## src/rtl/int_to_radix_string_core_assert.svh

```systemverilog
// Assertion macros for the RTL of the integer to text converter; itrs_back includes them.
`ifndef INT_TO_RADIX_STRING_CORE_ASSERT_SVH
`define INT_TO_RADIX_STRING_CORE_ASSERT_SVH

`ifndef SYNTHESIS

// The consequent must hold in the same cycle as the antecedent.
`define ITRS_ASSERT_IMPLIES(label, clk, rst, ante, cons) \
   label: assert property (@(posedge clk) disable iff (rst) (ante) |-> (cons)) \
      else $error("assertion failed");

// The consequent must hold in the cycle after the antecedent.
`define ITRS_ASSERT_NEXT(label, clk, rst, ante, cons) \
   label: assert property (@(posedge clk) disable iff (rst) (ante) |=> (cons)) \
      else $error("assertion failed");

`else

`define ITRS_ASSERT_IMPLIES(label, clk, rst, ante, cons)
`define ITRS_ASSERT_NEXT(label, clk, rst, ante, cons)

`endif

`endif

```

## src/rtl/itrs_pkg.sv

```systemverilog
`timescale 1ns / 1ps
`default_nettype none

package itrs_pkg;

   localparam int VALUE_WIDTH = 32;
   localparam int RADIX_WIDTH = 5;
   localparam int DIGIT_WIDTH = 4;
   localparam int CHAR_WIDTH  = 7;

   localparam logic [RADIX_WIDTH-1:0] RADIX_RESET = RADIX_WIDTH'(10);
   localparam logic [RADIX_WIDTH-1:0] RADIX_MIN   = RADIX_WIDTH'(2);
   localparam logic [RADIX_WIDTH-1:0] RADIX_MAX   = RADIX_WIDTH'(16);

   localparam logic [CHAR_WIDTH-1:0] ASCII_MINUS = CHAR_WIDTH'(45);

   // The divider retires this many quotient bits per cycle.
   localparam int CHUNK_BITS = 8;
   localparam int PAD_WIDTH  = ((VALUE_WIDTH + CHUNK_BITS - 1) / CHUNK_BITS) * CHUNK_BITS;
   localparam int DIV_STEPS  = PAD_WIDTH / CHUNK_BITS;
   localparam int STEP_WIDTH = (DIV_STEPS > 1) ? $clog2(DIV_STEPS) : 1;

   // One digit store entry per possible digit; base two gives the most digits.
   localparam int DIGIT_DEPTH = VALUE_WIDTH;
   localparam int ADDR_WIDTH  = $clog2(DIGIT_DEPTH);

   localparam int QUEUE_DEPTH = 2;
   localparam int QPTR_WIDTH  = $clog2(QUEUE_DEPTH);
   localparam int QCNT_WIDTH  = $clog2(QUEUE_DEPTH + 1);

   typedef struct packed {
      logic                   negative;
      logic [VALUE_WIDTH-1:0] magnitude;
      logic [RADIX_WIDTH-1:0] base;
   } entry_type;

   typedef enum logic [2:0] {
      ST_IDLE,
      ST_DIV,
      ST_SIGN,
      ST_FETCH,
      ST_EMIT
   } back_state_type;

   function automatic logic [CHAR_WIDTH-1:0] digit_char(input logic [DIGIT_WIDTH-1:0] d);
      logic [CHAR_WIDTH-1:0] c;
      unique case (d)
         4'h0: c = CHAR_WIDTH'(48);
         4'h1: c = CHAR_WIDTH'(49);
         4'h2: c = CHAR_WIDTH'(50);
         4'h3: c = CHAR_WIDTH'(51);
         4'h4: c = CHAR_WIDTH'(52);
         4'h5: c = CHAR_WIDTH'(53);
         4'h6: c = CHAR_WIDTH'(54);
         4'h7: c = CHAR_WIDTH'(55);
         4'h8: c = CHAR_WIDTH'(56);
         4'h9: c = CHAR_WIDTH'(57);
         4'hA: c = CHAR_WIDTH'(65);
         4'hB: c = CHAR_WIDTH'(66);
         4'hC: c = CHAR_WIDTH'(67);
         4'hD: c = CHAR_WIDTH'(68);
         4'hE: c = CHAR_WIDTH'(69);
         default: c = CHAR_WIDTH'(70);
      endcase
      return c;
   endfunction

endpackage

`default_nettype wire

```

## src/rtl/itrs_ram.sv

```systemverilog
`timescale 1ns / 1ps
`default_nettype none

module itrs_ram #(
   parameter int WIDTH = 4,
   parameter int DEPTH = 32
) (
   input  wire logic                     clock,
   input  wire logic                     wr_en,
   input  wire logic [$clog2(DEPTH)-1:0] wr_addr,
   input  wire logic [WIDTH-1:0]         wr_data,
   input  wire logic                     rd_en,
   input  wire logic [$clog2(DEPTH)-1:0] rd_addr,
   output logic      [WIDTH-1:0]         rd_data
);

   logic [WIDTH-1:0] mem_ff [DEPTH];
   logic [WIDTH-1:0] rd_data_ff;

   always_ff @(posedge clock) begin
      if (wr_en) begin
         mem_ff[wr_addr] <= wr_data;
      end
      if (rd_en) begin
         rd_data_ff <= mem_ff[rd_addr];
      end
   end

   assign rd_data = rd_data_ff;

endmodule

`default_nettype wire

```

## src/rtl/itrs_front.sv

```systemverilog
`timescale 1ns / 1ps
`default_nettype none

module itrs_front
   import itrs_pkg::*;
(
   input  wire logic                          clock,
   input  wire logic                          reset,
   input  wire logic                          csr_wr_en,
   input  wire logic        [RADIX_WIDTH-1:0] csr_wr_data,
   input  wire logic                          req_valid,
   output logic                               req_stall,
   input  wire logic signed [VALUE_WIDTH-1:0] req_value,
   input  wire logic                          queue_full,
   output logic                               push,
   output entry_type                          push_entry
);

   logic [RADIX_WIDTH-1:0] radix_ff;
   logic [RADIX_WIDTH-1:0] radix_in;
   logic [RADIX_WIDTH-1:0] base;
   logic [VALUE_WIDTH-1:0] raw;
   logic                   negative;

   always_comb begin
      radix_in = radix_ff;
      if (csr_wr_en) begin
         radix_in = csr_wr_data;
      end
   end

   always_ff @(posedge clock) begin
      if (reset) begin
         radix_ff <= RADIX_RESET;
      end else begin
         radix_ff <= radix_in;
      end
   end

   // Out-of-range bases saturate to the nearest legal one.
   always_comb begin
      base = radix_ff;
      if (radix_ff < RADIX_MIN) begin
         base = RADIX_MIN;
      end else if (radix_ff > RADIX_MAX) begin
         base = RADIX_MAX;
      end
   end

   // The negated most negative value is exact as an unsigned magnitude.
   assign raw      = req_value;
   assign negative = raw[VALUE_WIDTH-1];

   assign req_stall            = queue_full;
   assign push                 = req_valid && !queue_full;
   assign push_entry.negative  = negative;
   assign push_entry.magnitude = negative ? (~raw + VALUE_WIDTH'(1)) : raw;
   assign push_entry.base      = base;

endmodule

`default_nettype wire

```

## src/rtl/itrs_queue.sv

```systemverilog
`timescale 1ns / 1ps
`default_nettype none

module itrs_queue
   import itrs_pkg::*;
(
   input  wire logic      clock,
   input  wire logic      reset,
   input  wire logic      push,
   input  wire entry_type push_entry,
   output logic           full,
   input  wire logic      pop,
   output logic           pop_valid,
   output entry_type      pop_entry
);

   entry_type             slot_ff [QUEUE_DEPTH];
   logic [QPTR_WIDTH-1:0] wr_ptr_ff;
   logic [QPTR_WIDTH-1:0] wr_ptr_in;
   logic [QPTR_WIDTH-1:0] rd_ptr_ff;
   logic [QPTR_WIDTH-1:0] rd_ptr_in;
   logic [QCNT_WIDTH-1:0] fill_ff;
   logic [QCNT_WIDTH-1:0] fill_in;
   logic                  do_push;
   logic                  do_pop;

   assign full      = (fill_ff == QCNT_WIDTH'(QUEUE_DEPTH));
   assign pop_valid = (fill_ff != '0);
   assign pop_entry = slot_ff[rd_ptr_ff];
   assign do_push   = push && !full;
   assign do_pop    = pop && pop_valid;

   always_comb begin
      wr_ptr_in = wr_ptr_ff;
      rd_ptr_in = rd_ptr_ff;
      fill_in   = fill_ff;
      if (do_push) begin
         wr_ptr_in = (wr_ptr_ff == QPTR_WIDTH'(QUEUE_DEPTH - 1)) ? '0
                   : wr_ptr_ff + QPTR_WIDTH'(1);
      end
      if (do_pop) begin
         rd_ptr_in = (rd_ptr_ff == QPTR_WIDTH'(QUEUE_DEPTH - 1)) ? '0
                   : rd_ptr_ff + QPTR_WIDTH'(1);
      end
      if (do_push && !do_pop) begin
         fill_in = fill_ff + QCNT_WIDTH'(1);
      end else if (do_pop && !do_push) begin
         fill_in = fill_ff - QCNT_WIDTH'(1);
      end
   end

   always_ff @(posedge clock) begin
      if (reset) begin
         wr_ptr_ff <= '0;
         rd_ptr_ff <= '0;
         fill_ff   <= '0;
      end else begin
         wr_ptr_ff <= wr_ptr_in;
         rd_ptr_ff <= rd_ptr_in;
         fill_ff   <= fill_in;
      end
   end

   always_ff @(posedge clock) begin
      if (do_push) begin
         slot_ff[wr_ptr_ff] <= push_entry;
      end
   end

endmodule

`default_nettype wire

```

## src/rtl/itrs_back.sv

```systemverilog
`timescale 1ns / 1ps
`default_nettype none

`include "int_to_radix_string_core_assert.svh"

module itrs_back
   import itrs_pkg::*;
(
   input  wire logic                  clock,
   input  wire logic                  reset,
   input  wire logic                  entry_valid,
   input  wire entry_type             entry,
   output logic                       entry_pop,
   output logic                       rsp_valid,
   input  wire logic                  rsp_stall,
   output logic      [CHAR_WIDTH-1:0] rsp_char_code,
   output logic                       rsp_last
);

   back_state_type         state_ff;
   back_state_type         state_in;
   logic [PAD_WIDTH-1:0]   quot_ff;
   logic [PAD_WIDTH-1:0]   quot_in;
   logic [RADIX_WIDTH-1:0] rem_ff;
   logic [RADIX_WIDTH-1:0] rem_in;
   logic [STEP_WIDTH-1:0]  step_ff;
   logic [STEP_WIDTH-1:0]  step_in;
   logic [ADDR_WIDTH-1:0]  count_ff;
   logic [ADDR_WIDTH-1:0]  count_in;
   logic [ADDR_WIDTH-1:0]  idx_ff;
   logic [ADDR_WIDTH-1:0]  idx_in;
   logic                   neg_ff;
   logic                   neg_in;
   logic [RADIX_WIDTH-1:0] base_ff;
   logic [RADIX_WIDTH-1:0] base_in;
   logic                   rsp_valid_ff;
   logic                   rsp_valid_in;
   logic [CHAR_WIDTH-1:0]  rsp_char_ff;
   logic [CHAR_WIDTH-1:0]  rsp_char_in;
   logic                   rsp_last_ff;
   logic                   rsp_last_in;

   logic [PAD_WIDTH-1:0]   div_q;
   logic [RADIX_WIDTH-1:0] div_r;
   logic                   last_step;
   logic                   out_free;
   logic                   load;
   logic [CHAR_WIDTH-1:0]  load_char;
   logic                   load_last;

   logic                   ram_we;
   logic                   ram_re;
   logic [ADDR_WIDTH-1:0]  ram_raddr;
   logic [DIGIT_WIDTH-1:0] ram_rdata;

   itrs_ram #(
      .WIDTH (DIGIT_WIDTH),
      .DEPTH (DIGIT_DEPTH)
   ) u_digit_store (
      .clock   (clock),
      .wr_en   (ram_we),
      .wr_addr (count_ff),
      .wr_data (div_r[DIGIT_WIDTH-1:0]),
      .rd_en   (ram_re),
      .rd_addr (ram_raddr),
      .rd_data (ram_rdata)
   );

   // Restoring division, one chunk of dividend bits per cycle. The remainder
   // stays below the base, so its top bit is free before each shift.
   always_comb begin
      div_r = rem_ff;
      div_q = quot_ff;
      for (int i = 0; i < CHUNK_BITS; i++) begin
         div_r = {div_r[RADIX_WIDTH-2:0], div_q[PAD_WIDTH-1]};
         div_q = {div_q[PAD_WIDTH-2:0], 1'b0};
         if (div_r >= base_ff) begin
            div_r    = div_r - base_ff;
            div_q[0] = 1'b1;
         end
      end
   end

   assign last_step = (step_ff == STEP_WIDTH'(DIV_STEPS - 1));
   assign out_free  = !rsp_valid_ff || !rsp_stall;

   always_comb begin
      state_in = state_ff;
      unique case (state_ff)
         ST_IDLE: begin
            if (entry_valid) begin
               state_in = ST_DIV;
            end
         end
         ST_DIV: begin
            if (last_step && (div_q == '0)) begin
               state_in = neg_ff ? ST_SIGN : ST_FETCH;
            end
         end
         ST_SIGN: begin
            if (out_free) begin
               state_in = ST_FETCH;
            end
         end
         ST_FETCH: begin
            state_in = ST_EMIT;
         end
         ST_EMIT: begin
            if (out_free && (idx_ff == '0)) begin
               state_in = ST_IDLE;
            end
         end
         default: begin
            state_in = ST_IDLE;
         end
      endcase
   end

   always_comb begin
      quot_in   = quot_ff;
      rem_in    = rem_ff;
      step_in   = step_ff;
      count_in  = count_ff;
      idx_in    = idx_ff;
      neg_in    = neg_ff;
      base_in   = base_ff;
      entry_pop = 1'b0;
      ram_we    = 1'b0;
      ram_re    = 1'b0;
      ram_raddr = idx_ff;
      load      = 1'b0;
      load_char = ASCII_MINUS;
      load_last = 1'b0;
      unique case (state_ff)
         ST_IDLE: begin
            if (entry_valid) begin
               entry_pop                     = 1'b1;
               quot_in                       = '0;
               quot_in[VALUE_WIDTH-1:0]      = entry.magnitude;
               rem_in                        = '0;
               step_in                       = '0;
               count_in                      = '0;
               neg_in                        = entry.negative;
               base_in                       = entry.base;
            end
         end
         ST_DIV: begin
            quot_in = div_q;
            rem_in  = div_r;
            step_in = step_ff + STEP_WIDTH'(1);
            if (last_step) begin
               // One digit is done; the quotient becomes the next dividend.
               ram_we   = 1'b1;
               count_in = count_ff + ADDR_WIDTH'(1);
               idx_in   = count_ff;
               step_in  = '0;
               rem_in   = '0;
            end
         end
         ST_SIGN: begin
            if (out_free) begin
               load      = 1'b1;
               load_char = ASCII_MINUS;
               load_last = 1'b0;
            end
         end
         ST_FETCH: begin
            ram_re = 1'b1;
         end
         ST_EMIT: begin
            if (out_free) begin
               load      = 1'b1;
               load_char = digit_char(ram_rdata);
               load_last = (idx_ff == '0);
               if (idx_ff != '0) begin
                  // Prefetch the next lower digit so one word leaves per cycle while the output is not stalled.
                  idx_in    = idx_ff - ADDR_WIDTH'(1);
                  ram_re    = 1'b1;
                  ram_raddr = idx_ff - ADDR_WIDTH'(1);
               end
            end
         end
         default: begin
            entry_pop = 1'b0;
         end
      endcase
   end

   always_comb begin
      rsp_char_in  = rsp_char_ff;
      rsp_last_in  = rsp_last_ff;
      rsp_valid_in = rsp_valid_ff && rsp_stall;
      if (load) begin
         rsp_valid_in = 1'b1;
         rsp_char_in  = load_char;
         rsp_last_in  = load_last;
      end
   end

   always_ff @(posedge clock) begin
      if (reset) begin
         state_ff     <= ST_IDLE;
         rsp_valid_ff <= 1'b0;
      end else begin
         state_ff     <= state_in;
         rsp_valid_ff <= rsp_valid_in;
      end
   end

   always_ff @(posedge clock) begin
      quot_ff     <= quot_in;
      rem_ff      <= rem_in;
      step_ff     <= step_in;
      count_ff    <= count_in;
      idx_ff      <= idx_in;
      neg_ff      <= neg_in;
      base_ff     <= base_in;
      rsp_char_ff <= rsp_char_in;
      rsp_last_ff <= rsp_last_in;
   end

   assign rsp_valid     = rsp_valid_ff;
   assign rsp_char_code = rsp_char_ff;
   assign rsp_last      = rsp_last_ff;

   `ITRS_ASSERT_IMPLIES(a_pop_only_idle, clock, reset, entry_pop,
      (state_ff == ST_IDLE) && entry_valid)
   `ITRS_ASSERT_IMPLIES(a_rem_below_base, clock, reset, state_ff == ST_DIV, rem_ff < base_ff)
   `ITRS_ASSERT_IMPLIES(a_digit_below_base, clock, reset, state_ff == ST_EMIT,
      {1'b0, ram_rdata} < base_ff)
   `ITRS_ASSERT_NEXT(a_last_ends_text, clock, reset, load && load_last,
      (state_ff == ST_IDLE) && rsp_valid_ff && rsp_last_ff)

endmodule

`default_nettype wire

```

## src/rtl/int_to_radix_string_core.sv

```systemverilog
// An accepted word is registered in the queue before the back end takes it; each
// digit is divided out at 8 quotient bits per cycle over a 32-bit dividend, and the
// text leaves one word per cycle while rsp_stall does not hold the output. A two-entry
// queue lets the next value be taken while one is converted. Reset is synchronous
// and active high: it sets the base to ten, empties the queue and returns the back
// end to idle; the digit store is not cleared.
`timescale 1ns / 1ps
`default_nettype none

module int_to_radix_string_core
   import itrs_pkg::*;
(
   input  wire logic                          clock,
   input  wire logic                          reset,
   input  wire logic                          csr_wr_en,
   input  wire logic        [RADIX_WIDTH-1:0] csr_wr_data,
   input  wire logic                          req_valid,
   output logic                               req_stall,
   input  wire logic signed [VALUE_WIDTH-1:0] req_value,
   output logic                               rsp_valid,
   input  wire logic                          rsp_stall,
   output logic             [CHAR_WIDTH-1:0]  rsp_char_code,
   output logic                               rsp_last
);

   logic      queue_full;
   logic      push;
   entry_type push_entry;
   logic      pop;
   logic      pop_valid;
   entry_type pop_entry;

   itrs_front u_front (
      .clock       (clock),
      .reset       (reset),
      .csr_wr_en   (csr_wr_en),
      .csr_wr_data (csr_wr_data),
      .req_valid   (req_valid),
      .req_stall   (req_stall),
      .req_value   (req_value),
      .queue_full  (queue_full),
      .push        (push),
      .push_entry  (push_entry)
   );

   itrs_queue u_queue (
      .clock      (clock),
      .reset      (reset),
      .push       (push),
      .push_entry (push_entry),
      .full       (queue_full),
      .pop        (pop),
      .pop_valid  (pop_valid),
      .pop_entry  (pop_entry)
   );

   itrs_back u_back (
      .clock         (clock),
      .reset         (reset),
      .entry_valid   (pop_valid),
      .entry         (pop_entry),
      .entry_pop     (pop),
      .rsp_valid     (rsp_valid),
      .rsp_stall     (rsp_stall),
      .rsp_char_code (rsp_char_code),
      .rsp_last      (rsp_last)
   );

endmodule

`default_nettype wire
```

## config.mk

```make
export PLATFORM = sky130hd
export DESIGN_NAME = int_to_radix_string_core
export DESIGN_NICKNAME = d
export VERILOG_FILES = /design/src/rtl/itrs_pkg.sv /design/src/rtl/itrs_ram.sv /design/src/rtl/itrs_front.sv /design/src/rtl/itrs_queue.sv /design/src/rtl/itrs_back.sv /design/src/rtl/int_to_radix_string_core.sv
export VERILOG_INCLUDE_DIRS = /design/src /design/src/rtl
export SDC_FILE = /design/constraint.sdc
export NUM_CORES = 1
export LEC_CHECK = 0
export ABC_CLOCK_PERIOD_IN_PS = 10920
export BUFFER_PORTS_ARGS = -buffer_cell sky130_fd_sc_hd__buf_4
export CAP_MARGIN = 40
export CORE_UTILIZATION = 35
export DETAILED_ROUTE_END_ITERATION = 6
export HOLD_SLACK_MARGIN = 0.03
export PLACE_DENSITY = 0.54
export SLEW_MARGIN = 20
export SYNTH_ARGS = -nofsm -noshare
export SYNTH_HDL_FRONTEND = slang
export SYNTH_SLANG_ARGS = --single-unit
```

## constraint.sdc

```tcl
create_clock -name clock -period 10.92 [get_ports clock]
set_input_delay 2.184 -clock clock [delete_from_list [all_inputs] [get_ports clock]]
set_output_delay 2.184 -clock clock [all_outputs]
set_load 0.02 [all_outputs]
```

# [Yosys cells after proc, flatten, opt, wreduce, memory -nomap -nowiden]
# Memory sizes are Yosys's and may differ from the RTL's. A register that Yosys moved wholly into a read port is not among the register bits.
# Cells that the tools add are included.
[classes] div_mod_pow=0 bitwise_logic=1 magnitude_cmp=10 n_mul=0 add_sub_neg=16 n_shift=0 muxes=60 eq_ne=11 n_reduce_logical=30
[op_table] op="$mux 32" count=2
[op_table] op="$pmux 32 s2" count=1
[op_table] op="$ge 5x5->1" count=8
[op_table] op="$mux 5" count=8
[op_table] op="$mux 4" count=9
[op_table] op="$add 32x1->32 const B" count=1
[op_table] op="$logic_not 32->1" count=1
[op_table] op="$not 32->32" count=1
[op_table] op="$sub 4x4->4" count=8
[op_table] op="$mux 1" count=26
[op_table] op="$pmux 5 s2" count=2
[op_table] op="$pmux 3 s5" count=1
[op_table] op="$mux 3" count=4
[op_table] op="$logic_and 1x1->1" count=8
[op_table] op="$mux 2" count=4
[op_table] op="$ne 2x1->1 const B" count=4
[op_table] op="$pmux 4 s2" count=1
[op_table] op="$reduce_and 2->1" count=4
[op_table] op="$reduce_bool 2->1" count=4
[op_table] op="$eq 3x2->1 const B" count=2
[op_table] op="$logic_not 1->1" count=6
[op_table] op="$add 5x1->5 const B" count=1
[op_table] op="$gt 5x5->1 const B" count=1
[op_table] op="$logic_not 5->1" count=1
[op_table] op="17 further kinds" count=20
[totals] mem_count=3 ram_bits=204 in_bits=42 latchBits=0 romBits=112 out_inout_bits=10 ff_bits=68 elab_cells=145
[memory_table] name="u_back.u_digit_store.mem_ff" words=32 width=4 read_ports=1 rd_clocked_by_memory_dff=1 wr=1 line="itrs_ram.sv:17" rtl="logic [WIDTH-1:0] mem_ff [DEPTH];"
[memory_table] name="(no name shown)" words=16 width=7 read_ports=1 rd_clocked_by_memory_dff=1 wr=0 line="itrs_pkg.sv:47" rtl="unique case (d)"
[memory_table] name="u_queue.slot_ff" words=2 width=38 read_ports=1 rd_clocked_by_memory_dff=1 wr=1 line="itrs_queue.sv:17" rtl="entry_type slot_ff [QUEUE_DEPTH];"

# [Logic depth before layout (Yosys ltp)]
[depth] depth_word=20 depth_mapped=51

# [Hierarchy]
# From an unflattened synthesis, not the netlist that was laid out.
[hier_totals] cells_unflattened=1023 hier_area_um2=13844.5
[modules_own_cells] module="itrs_ram" area_per_inst_um2=5178.7 instances=1 seq_area_each_um2=3963.8 cells_each=231
[modules_own_cells] module="itrs_back" area_per_inst_um2=4780.8 instances=1 seq_area_each_um2=1941.9 cells_each=525
[modules_own_cells] module="itrs_queue" area_per_inst_um2=2957.8 instances=1 seq_area_each_um2=2382.3 cells_each=143
[modules_own_cells] module="itrs_front" area_per_inst_um2=927.1 instances=1 seq_area_each_um2=100.1 cells_each=124

# [Worst setup path before layout]
# Ideal clock, no wire load.
[synth_timing] path_type="reg2reg" start="register u_back.base_ff[1]" end="memory u_back.u_digit_store.mem_ff[0][2], data pin" path_slack_ns=-0.638 stages_incl_launch_ff=47 n_path_buf=1 period_less_slack_ns=11.558 t_arrival_ns=11.181 t_required_ns=10.543 setup_time_ns=0.377 path_cell_list="edfxtp_1 inv_1 ha_1 a21o_1 a21oi_1 o21ai_1 mux2_2 ha_1 a21oi_1 o21ai_1 mux2i_1 ha_1 a21o_1 a21oi_1 o21ai_1 o21ai_0 inv_1 ha_1 (+11 left out) inv_1 ha_1 a21oi_1 o21ai_1 mux2i_1 ha_1 a21o_1 a21oi_1 o21ai_1 mux2i_1 ha_1 o21ai_0 a21boi_0 o21ai_0 o2bb2ai_1 clkbuf_1 nor2_1 a21oi_1"
[synth_between] elab_chain_cells=16 elab_cells_between_ends=24 classes_between="add/sub (8); order compare (8); mux (8)"
[synth_rtl] item="start, declared" line="itrs_back.sv:34" rtl="logic [RADIX_WIDTH-1:0] base_ff;"
[synth_rtl] item="start signal, assigned" line="itrs_back.sv:217" rtl="base_ff <= base_in;"
[synth_rtl] item="$sub 4x4->4 / $ge 5x5->1 (equally long branches)" line="itrs_back.sv:78, itrs_back.sv:77"
[synth_rtl] item="$mux 4" line="itrs_back.sv:77" rtl="if (div_r >= base_ff) begin"
[synth_rtl] item="$sub 4x4->4 / $ge 5x5->1 (equally long branches)" line="itrs_back.sv:78, itrs_back.sv:77"
[synth_rtl] item="$mux 4" line="itrs_back.sv:77"
[synth_rtl] item="$sub 4x4->4 / $ge 5x5->1 (equally long branches)" line="itrs_back.sv:78, itrs_back.sv:77"
[synth_rtl] item="$mux 4" line="itrs_back.sv:77"
[synth_rtl] item="$ge 5x5->1 / $sub 4x4->4 (equally long branches)" line="itrs_back.sv:77, itrs_back.sv:78"
[synth_rtl] item="$mux 4" line="itrs_back.sv:77"
[synth_rtl] item="$sub 4x4->4 / $ge 5x5->1 (equally long branches)" line="itrs_back.sv:78, itrs_back.sv:77"
[synth_rtl] item="$mux 4" line="itrs_back.sv:77"
[synth_rtl] item="$sub 4x4->4 / $ge 5x5->1 (equally long branches)" line="itrs_back.sv:78, itrs_back.sv:77"
[synth_rtl] item="$mux 4" line="itrs_back.sv:77"
[synth_rtl] item="$ge 5x5->1 / $sub 4x4->4 (equally long branches)" line="itrs_back.sv:77, itrs_back.sv:78"
[synth_rtl] item="$mux 4" line="itrs_back.sv:77"
[synth_rtl] item="$sub 4x4->4 / $ge 5x5->1 (equally long branches)" line="itrs_back.sv:78, itrs_back.sv:77"
[synth_rtl] item="$mux 4 *" line="itrs_back.sv:77"
[synth_rtl] item="named net u_back.div_r[2]" line="itrs_back.sv:44" rtl="logic [RADIX_WIDTH-1:0] div_r;"
[synth_rtl] item="end, declared" line="itrs_ram.sv:17"
# Mark *: on every way through the listed nets, which the timed path passes. The rest lies on a longest branch.

# [Worst setup path in the final report]
[layout_timing] start="register u_back.base_ff[0]" end="memory u_back.u_digit_store.mem_ff[4][0], data pin"
[layout_between] elab_chain_cells=16 elab_cells_between_ends=24 classes_between="add/sub (8); order compare (8); mux (8)"
[layout_rtl] item="$sub 4x4->4 / $ge 5x5->1 (equally long branches)" line="itrs_back.sv:78, itrs_back.sv:77"
[layout_rtl] item="$mux 4" line="itrs_back.sv:77"
[layout_rtl] item="$sub 4x4->4 / $ge 5x5->1 (equally long branches)" line="itrs_back.sv:78, itrs_back.sv:77"
[layout_rtl] item="$mux 4" line="itrs_back.sv:77"
[layout_rtl] item="$sub 4x4->4 / $ge 5x5->1 (equally long branches)" line="itrs_back.sv:78, itrs_back.sv:77"
[layout_rtl] item="$mux 4" line="itrs_back.sv:77"
[layout_rtl] item="$sub 4x4->4 / $ge 5x5->1 (equally long branches)" line="itrs_back.sv:78, itrs_back.sv:77"
[layout_rtl] item="$mux 4" line="itrs_back.sv:77"
[layout_rtl] item="$ge 5x5->1 / $sub 4x4->4 (equally long branches)" line="itrs_back.sv:77, itrs_back.sv:78"
[layout_rtl] item="$mux 4" line="itrs_back.sv:77"
[layout_rtl] item="$sub 4x4->4 / $ge 5x5->1 (equally long branches)" line="itrs_back.sv:78, itrs_back.sv:77"
[layout_rtl] item="$mux 4" line="itrs_back.sv:77"
[layout_rtl] item="$sub 4x4->4 / $ge 5x5->1 (equally long branches)" line="itrs_back.sv:78, itrs_back.sv:77"
[layout_rtl] item="$mux 4" line="itrs_back.sv:77"
[layout_rtl] item="$ge 5x5->1" line="itrs_back.sv:77"
[layout_rtl] item="$mux 4 *" line="itrs_back.sv:77"
[layout_rtl] item="named net u_back.div_r[0]" line="itrs_back.sv:44"
# Marked as above.

==> impl_metrics.json <==
{
  "cts-buffers-inserted": 31,
  "cts_root_buf": "clkbuf_16",
  "wirelength_mm": 30.9,
  "multiInputGateArea_um2": 5270,
  "avgSynthCellArea_um2": 12.2,
  "clock_latency_ns": 0.57,
  "crit_slowest_cell": "edfxtp_1",
  "r2r-end": "u_back.u_digit_store.mem_ff[4][0]",
  "synth_cells": 1136,
  "relSlewSlack": 0.546,
  "start_util": 0.357,
  "fin_area_um2": 16200,
  "cts_tree": "done",
  "max_stage_delay_ns": 0.41,
  "synth_area_leader_cell": "edfxtp_1",
  "layout.nets": 1312,
  "seqCellArea_um2": 8390,
  "via_count": 8863,
  "hpwl_mm": 21.1,
  "yosysSeqAreaShare": 0.605,
  "crit_fanout": 32,
  "period_minus_slack_ns": 10.29,
  "coreArea_um2": 38800,
  "hp-class": "flip-flop to flip-flop",
  "drc": 0,
  "worstSetupPathType": "flip-flop to flip-flop",
  "holdPathStages": 1,
  "wire_per_inst_um": 17.7,
  "synth_common_cells": "edfxtp_1, nand2_1, nor2_1",
  "overflow": 0,
  "synth_most_common_cell": "edfxtp_1",
  "cp_common_cell": "ha_1",
  "tightestPinTransition_ns": 0.681,
  "via_per_inst": 5.06,
  "required_ns": 11.30,
  "dieArea_um2": 40400,
  "r2r-start": "u_back.base_ff[0]",
  "end_kind": "flip-flop",
  "grt_antenna_before_repair": 1,
  "fin_crit_sh": 0.943,
  "synth_top_area_frac": 0.585,
  "drv_cap": 0,
  "synthesis.area_um2": 13900,
  "reg2reg_setup_slack_ns": 0.63,
  "ys_seq_elements": 284,
  "drt-initial-drc-count": 611,
  "finalClockSkew_ns": 0.0336,
  "grt_pass1_vias": 8895,
  "hold_violations": 0,
  "setup_viol": 0,
  "antenna_left": 0,
  "grt_util_all_layers": 0.153,
  "path_clk_slew_ns": 0.06,
  "r2r_cells": 47,
  "yosysWarnings": 0,
  "setup.worst_path.start_class": "flip-flop",
  "grt_pass1_wl_mm": 49.1,
  "diodes": 0,
  "place.port_buffers": 51,
  "hold_start": "u_back.neg_ff",
  "syn-num-nets": 1236,
  "die_w_um": 201,
  "critPathLaunch": "u_back.base_ff[0]",
  "place_congestion": 0.808,
  "ctsHtreeMaxLevel": 1,
  "drive_gt1_frac": 0.159,
  "ys_async_sr_fraction": 0,
  "areaGrowthSynthToFinish_pct": 16.7,
  "synth_edf_count": 270,
  "worst_ep_arrival_time_ns": 10.68,
  "drv_slew": 0,
  "whs_endpoint": "u_back.state_ff[0]",
  "num_rows": 72,
  "placedInstanceArea_um2": 15000,
  "max_freq_mhz": 97.1,
  "cts.sinks": 284,
  "cts_max_path_buffers": 3,
  "ios": 52,
  "synth_area_leaders": "edfxtp_1, ha_1, nand2_1",
  "fp.dieH_um": 201,
  "grt_max_degree": 68,
  "fillerInstances": 3690,
  "ys.flop_type": "edfxtp_1",
  "ys_types": 64,
  "outcome": "complete, no violations",
  "dr.pass1.iters": 4
}
[sequential cells by signal (all words and copies together), names as in the netlist, named ones only]
| signal | cells |
|---|---|
| u_back.u_digit_store.mem_ff | 128 |
| u_queue.slot_ff | 76 |
| u_back.quot_ff | 32 |
| u_back.rsp_char_code | 7 |
| u_back.base_ff | 5 |
| u_back.count_ff | 5 |
| u_back.idx_ff | 5 |
| u_front.radix_ff | 5 |
| u_back.rem_ff | 4 |
| u_back.u_digit_store.rd_data | 4 |
| u_back.state_ff | 3 |
| u_back.step_ff | 2 |
| u_queue.fill_ff | 2 |
| u_back.neg_ff | 1 |
| u_back.rsp_last | 1 |
| u_back.rsp_valid | 1 |
| u_queue.rd_ptr_ff | 1 |
| u_queue.wr_ptr_ff | 1 |
[worst max-delay path: cells and delay by family, from the launching register on]
family | cells | cell delay [ns]
adders and majority gates | 8 | 2.40
AOI/OAI and AO/OA | 22 | 3.91
muxes | 6 | 1.70
and+or+nand+nor | 5 | 0.76
DFF | 1 | 0.41
buffers and inverters | 6 | 0.90
[stage by stage]
step | hold WS, ns | cells | utilization | worst slack (ns) | setup TNS, ns
6_report | 0.478 | 1752 | 0.417 | 0.626 | 0
2_1_floorplan | 0.398 | 1136 | - | 0.0449 | 0
5_1_grt | 0.492 | 1752 | 0.417 | -0.0801 | -2.42
4_1_cts | 0.483 | 1745 | 0.413 | 0.0263 | 0
3_5_place_dp | 0.477 | 1688 | 0.386 | -0.189 | -9.93
3_3_place_gp | 0.454 | 1685 | 0.385 | 0.137 | 0
[layer usage]
metal	routed length, µm	GRT usage	vias to the layer above
met5	0	0	-
met4	567	0.0368	0
met3	1420	0.0211	36
met2	14200	0.246	206
met1	14700	0.217	4271
li1	-	-	4350
[layout make-up]
cell class / count / share of cell area
sequential: 284 / 0.518
clock buffer: 37 / 0.0493
tap: 518 / 0.0400
multi-input combinational: 758 / 0.326
inverter: 47 / 0.0109
timing repair buffer: 90 / 0.0438
clock inverter: 18 / 0.0119
[cells by family after synthesis]
logic type / share of synthesized area
simple gates: 0.122
mux: 0.0570
flops: 0.605
fa+ha+maj: 0.0567
buf+inv: 0.0263
xor+xnor: 0.0341
compound gates: 0.0994
[worst max path at each step]
stage | cells after the start | endpoint
after global placement | 45 | u_back.u_digit_store.mem_ff[18][2]
after detailed placement | 45 | u_back.rem_ff[1]
final | 47 | u_back.u_digit_store.mem_ff[4][0]
after global routing | 49 | u_back.u_digit_store.mem_ff[2][0]
after CTS | 47 | u_back.u_digit_store.mem_ff[6][0]
after floorplan | 46 | u_back.u_digit_store.mem_ff[0][0]
[layout by cell type (no fill, tap or decap), types with 10 or more instances in the layout]
cell       instances
a21o_1            16
buf_4             86
inv_1             47
a31oi_1           21
edfxtp_1         270
o31ai_1           11
dfxtp_1           13
nand3_1           29
mux2_2            15
clkbuf_16         31
nor2_1            76
nand2b_1          11
mux2i_1           40
nand2_1          164
a21oi_1           44
xnor2_1           44
ha_1              50
nor3_1            11
xor2_1            10
a22oi_1           16
o21ai_0           48
[what timing repair did]
item,CTS,global route
setup endpoints to repair,129,135
setup buffers,2,6
pin swaps,0,3
gates resized for setup,4,21
hold buffers,0,0
gates cloned,0,1
Power is not shown: default switching activity piles up to over one toggle a cycle in this logic, so the estimate is an artifact.
